$ cat config.mk
export PLATFORM = sky130hd
export DESIGN_NAME = dvb_mul
export DESIGN_NICKNAME = d
export VERILOG_FILES = /design/src/hw/rtl/dvb_pkg.sv /design/src/hw/rtl/dvb_mul.sv
export SDC_FILE = /design/constraint.sdc
export NUM_CORES = 2
export LEC_CHECK = 0
export ABC_AREA = 0
export BUFFER_PORTS_ARGS = -buffer_cell sky130_fd_sc_hd__buf_2
export CAP_MARGIN = 20
export CORE_MARGIN = 10
export CORE_UTILIZATION = 40
export CTS_BUF_LIST = sky130_fd_sc_hd__clkbuf_16
export CTS_CLUSTER_DIAMETER = 80
export DETAILED_ROUTE_END_ITERATION = 8
export GPL_ROUTABILITY_DRIVEN = 1
export GPL_TIMING_DRIVEN = 0
export SYNTH_ARGS = -nofsm -noshare
export SYNTH_HDL_FRONTEND = slang
export SYNTH_SLANG_ARGS = --single-unit
$ cat constraint.sdc
create_clock -name aclk -period 17.25 [get_ports aclk]
set_input_delay 3.45 -clock aclk [delete_from_list [all_inputs] [get_ports aclk]]
set_output_delay 3.45 -clock aclk [all_outputs]
set_load 0.02 [all_outputs]
$ cat src/hw/rtl/dvb_pkg.sv
// Shared constants, field layout and sequencer states of the damped voice bank resampler.
`default_nettype none

package dvb_pkg;

    // Field widths and fixed-point formats.
    localparam int KIND_W     = 1;
    localparam int IDX_W      = 6;
    localparam int COEF_W     = 32;
    localparam int SAMPLE_W   = 32;
    localparam int RATE_W     = 28;
    localparam int SUM_W      = 40;
    localparam int CFG_W      = 7;
    localparam int COEF_FRAC  = 30;
    localparam int PHASE_FRAC = 24;
    localparam int CROSS_W    = RATE_W + 1 - PHASE_FRAC;

    // Default number of voice slots.
    localparam int VOICE_SLOTS_DEF = 64;

    // Shared multiplier: signed operands wide enough for a signed 32-bit value
    // or an unsigned 24-bit value.
    localparam int MUL_W  = COEF_W + 1;
    localparam int PROD_W = 2 * MUL_W;

    // Input tdata layout, lowest field first.
    localparam int OFS_IDX   = 0;
    localparam int OFS_A1    = OFS_IDX + IDX_W;
    localparam int OFS_A2    = OFS_A1 + COEF_W;
    localparam int OFS_NOW   = OFS_A2 + COEF_W;
    localparam int OFS_PREV  = OFS_NOW + COEF_W;
    localparam int OFS_RATE  = OFS_PREV + COEF_W;
    localparam int IN_BITS   = OFS_RATE + RATE_W;
    localparam int S_TDATA_W = ((IN_BITS + 7) / 8) * 8;
    localparam int M_TDATA_W = ((SUM_W + 7) / 8) * 8;

    // Item kinds carried in tuser.
    localparam logic [KIND_W-1:0] KIND_LOAD = 1'b0;
    localparam logic [KIND_W-1:0] KIND_STEP = 1'b1;

    typedef enum logic [3:0] {
        ST_IDLE,
        ST_STEP_BEGIN,
        ST_READ,
        ST_MUL1,
        ST_MUL2,
        ST_WB,
        ST_STEP_END,
        ST_INT1,
        ST_INT2,
        ST_DONE
    } dvb_state_t;

endpackage

`default_nettype wire

$ cat src/hw/rtl/dvb_mul.sv
// Shared registered signed multiplier used by the voice recursion and the interpolator.
`default_nettype none

module dvb_mul
    import dvb_pkg::*;
(
    input  wire logic                     aclk,
    input  wire logic                     mul_en,
    input  wire logic signed [MUL_W-1:0]  op_a,
    input  wire logic signed [MUL_W-1:0]  op_b,
    output logic signed [PROD_W-1:0]      prod
);

    logic signed [PROD_W-1:0] prod_reg;

    always_ff @(posedge aclk) begin
        if (mul_en) begin
            prod_reg <= op_a * op_b;
        end
    end

    assign prod = prod_reg;

endmodule

`default_nettype wire

## Word level (Yosys, flattened, before mapping)

Cells that the tools add are included.
Widths: inputs -> output; s select.

- Output and inout bits: 66
- Word-level logic and storage cells: 2
- Register bits: 66

- $mul: 1

Operators by type and width:

| operator | number |
|---|---|
| $mul 33x33->66 | 1 |

## Depth between registers and ports, before layout

- Depth after elaboration: 1
- Depth in mapped cells: 27
- Mapped depth without buffers: 26

## Least setup slack after synthesis

No wires, ideal clock.

- Path kind: in2reg
- From: in op_a[32]
- To: reg prod_reg[62], in the netlist prod[62], data pin
- Buffers on the path: 2
- Setup time: 269 ps
- Setup slack: 6435 ps
- Required time: 16981 ps
- Arrival time: 10546 ps
- Cell stages on the path: 23
- Path through: clkbuf_1 -> nand2_1 -> inv_1 -> fa_1 -> fa_1 -> fa_1 -> fa_1 -> fa_1 -> fa_1 -> fa_1 -> inv_1 -> fa_1 -> inv_1 -> ha_1 -> clkbuf_1 -> and3_1 -> nand3_1 -> nand2b_1 -> a2111oi_4 -> a211oi_4 -> a21o_2 -> a211oi_2 -> a211oi_2

- Cells in the longest elaborated chain, start to end: 1

Ends and longest elaborated chain:

| element | RTL line | source |
|---|---|---|
| from (decl) | dvb_mul.sv:9 | `input wire logic signed [MUL_W-1:0] op_a,` |
| $mul 33x33->66 | dvb_mul.sv:18 | `prod_reg <= op_a * op_b;` |
| to (signal assigned) | dvb_mul.sv:18 |  |
| to (decl) | dvb_mul.sv:14 | `logic signed [PROD_W-1:0] prod_reg;` |

Every way passes these cells.
A chain may end at the register's enable or synchronous reset.

## Worst setup path after layout

- From: in op_b[6]
- To: reg prod_reg[58], in the netlist prod[58], data pin

- Cells in the longest elaborated chain, start to end: 1

Ends and longest elaborated chain:

| element | RTL line | source |
|---|---|---|
| from (decl) | dvb_mul.sv:10 | `input wire logic signed [MUL_W-1:0] op_b,` |
| $mul 33x33->66 | dvb_mul.sv:18 |  |

Every way passes these cells.

==> results.json <==
{
  "status": "complete, no violations",
  "rows": 117,
  "final_util_pct": 43.2,
  "cpPeakStageDelay_ps": 1160,
  "clock_sinks": 66,
  "overflow": 0,
  "grt_util_met1_pct": 32.6,
  "start_kind": "primary input",
  "hpwl_mm": 132,
  "synth.distinct_cells": 80,
  "coreArea_sq_um": 102000,
  "yosys_warnings": 0,
  "cts_resized": 0,
  "maxSlewHeadroom_pct": 18.0,
  "finalSetupViolations": 0,
  "clkTransAtPathRegs_ps": 50,
  "synth_ff_type": "edfxtp_1",
  "finalHoldViolations": 0,
  "setup.worst_path.end_class": "flip-flop",
  "wire_per_inst_um": 26.5,
  "fin_cells": 5873,
  "ant_nets": 0,
  "start_util_pct": 40.5,
  "synthCells": 4338,
  "timing.hold.ws_ps": 3550,
  "die_x_um": 342,
  "crit_start": "op_b[6]",
  "busiest_layer": "met2",
  "htree_levels": 3,
  "synth_edf_count": 66,
  "synth_fp_nets": 5768,
  "layout-drive-gt1-share_pct": 4.58,
  "ios": 134,
  "ctsHoldBuffers": 0,
  "min_period_ps": 12300,
  "grt_usage_pct": 26.9,
  "wl_mm": 156,
  "arrival_ps": 12380,
  "portBuffers": 133,
  "synth_area_sq_um": 41400,
  "num_vias": 31300,
  "hold_class": "in -> reg",
  "critPathMaxFanout": 17,
  "drcViolationCount": 0,
  "met2_usage_pct": 42.5,
  "async_reset_ff_share_pct": 0,
  "grt_pass1_vias": 33500,
  "cts_tree": "built",
  "ctsLongestPathBuffers": 2,
  "worst_pin_slew_ps": 1230,
  "cp_common_cell": "fa_1",
  "rsz0062_at_grt": "no",
  "post-cts-setup-buffers": 0,
  "worstSetupPathType": "in -> reg",
  "met3_usage_pct": 5.95,
  "die_area_sq_um": 117000,
  "grt_max_degree": 67,
  "grt_pass1_wl_mm": 225,
  "vias_per_cell": 5.32,
  "gp_congestion": 1.03,
  "cts_buffers": 9,
  "cap_violations": 0,
  "first_iter_violations": 2902,
  "hp-start": "op_a[0]",
  "root_buffer": "clkbuf_16",
  "nets": 5922,
  "firstDrtPassIters": 9,
  "antenna_found_initial": 32,
  "slew_viol_final": 0,
  "fillers": 10100,
  "cpLargestDelayFamily": "adder cells",
  "synth_seq_cells": 66,
  "period_share_pct": 71.3,
  "crit_path_top_delay_cell": "fa_1",
  "critPathRequiredTime_ps": 17340,
  "die_h_um": 342,
  "dp_cells": 5843,
  "largest_reg_flops": 66,
  "ys_seq_area_share_pct": 4.79,
  "fin_tns_setup_ps": 0,
  "area_growth_pct": 6.88,
  "fmax_ghz": 0.0813,
  "synth.avg_cell_area_sq_um": 9.54,
  "cp_num_buf_inv": 8
}
-- through the flow --
stage / worst slack, ps / instance area (sq um)
after floorplan: 6430 / 41400
after global placement: 4630 / 43800
after detailed placement: 4610 / 43800
after CTS: 4980 / 44100
after global routing: 4540 / 44200
final: 4950 / 44200
-- cells in the final DEF (no fill, tap or decap), types with 8 or more instances in the layout --
cell type | synthesis | layout
fa_1 | 1145 | 1145
inv_1 | 1131 | 1133
and2_1 | 562 | 562
nand2_1 | 551 | 551
ha_1 | 217 | 217
clkbuf_1 | 208 | 208
buf_2 | 11 | 143
nor2_1 | 68 | 68
edfxtp_1 | 66 | 66
a21oi_1 | 57 | 57
xnor2_1 | 43 | 43
a21o_1 | 36 | 36
o21ai_0 | 25 | 25
nand3_1 | 25 | 25
xor2_1 | 25 | 25
nand2b_1 | 12 | 12
o21bai_1 | 11 | 11
nand4_1 | 11 | 11
clkbuf_16 | 0 | 9
diode_2 | 0 | 8
a31oi_1 | 8 | 8
buf_8 | 0 | 8
-- cells in the mapped netlist, types with 6 or more instances --
| master | instances | area share, % |
|---|---|---|
| a31oi_1 | 8 | 0.12 |
| nand2_1 | 551 | 5.0 |
| nand3_1 | 25 | 0.30 |
| nand4_1 | 11 | 0.17 |
| fa_1 | 1145 | 55 |
| nand2b_1 | 12 | 0.18 |
| nor3_1 | 7 | 0.085 |
| o21bai_1 | 11 | 0.20 |
| a211o_1 | 6 | 0.13 |
| a211oi_1 | 7 | 0.13 |
| clkbuf_1 | 208 | 1.9 |
| ha_1 | 217 | 6.6 |
| a21o_1 | 36 | 0.65 |
| inv_1 | 1131 | 10 |
| buf_2 | 11 | 0.13 |
| o21a_1 | 6 | 0.11 |
| nor2_1 | 68 | 0.62 |
| and2_1 | 562 | 8.5 |
| a21oi_1 | 57 | 0.69 |
| o21ai_1 | 6 | 0.073 |
| xnor2_1 | 43 | 0.91 |
| edfxtp_1 | 66 | 4.8 |
| xor2_1 | 25 | 0.53 |
| o21ai_0 | 25 | 0.30 |
-- area by class of cell --
cell class	instances	area [sq um]	share of cell area, %
multi-input combinational	2920	34300	77.6
clock buffer	9	225	0.509
inverter	1131	4250	9.60
clock inverter	7	62.6	0.141
buffer	221	851	1.92
timing repair buffer	143	827	1.87
sequential	66	1980	4.48
antenna	8	20.0	0.0453
tap	1368	1710	3.87
-- final timing paths --
| check | slack (ps) | endpoint | cells after the start |
|---|---|---|---|
| hold / removal | 3550 | prod[0]$_DFFE_PP_ | 2 |
| setup / recovery | 4950 | prod[58]$_DFFE_PP_ | 26 |
-- cell families (layout without fill, tap and decap cells) --
kind of cell             Yosys count  in the layout  synth area share [%]
other                              0              8                     0
AO/OA/AOI/OAI                    219            219                  4.00
flip-flops                        66             66                  4.79
AND/OR/NAND/NOR                 1271           1271                  15.5
buffers and inverters           1352           1511                  12.3
XOR/XNOR                          68             68                  1.44
adder cells (fa/ha/maj)         1362           1362                  61.9
-- per-layer routing --
metal  vias up  wire length (um)
met4         6             13300
met5         -                38
met3       483             15600
met1     16300             55500
met2      1725             71100
li1      12700                 -
Power is not shown: default switching activity piles up to over one toggle a cycle in this logic, so the estimate is an artifact.
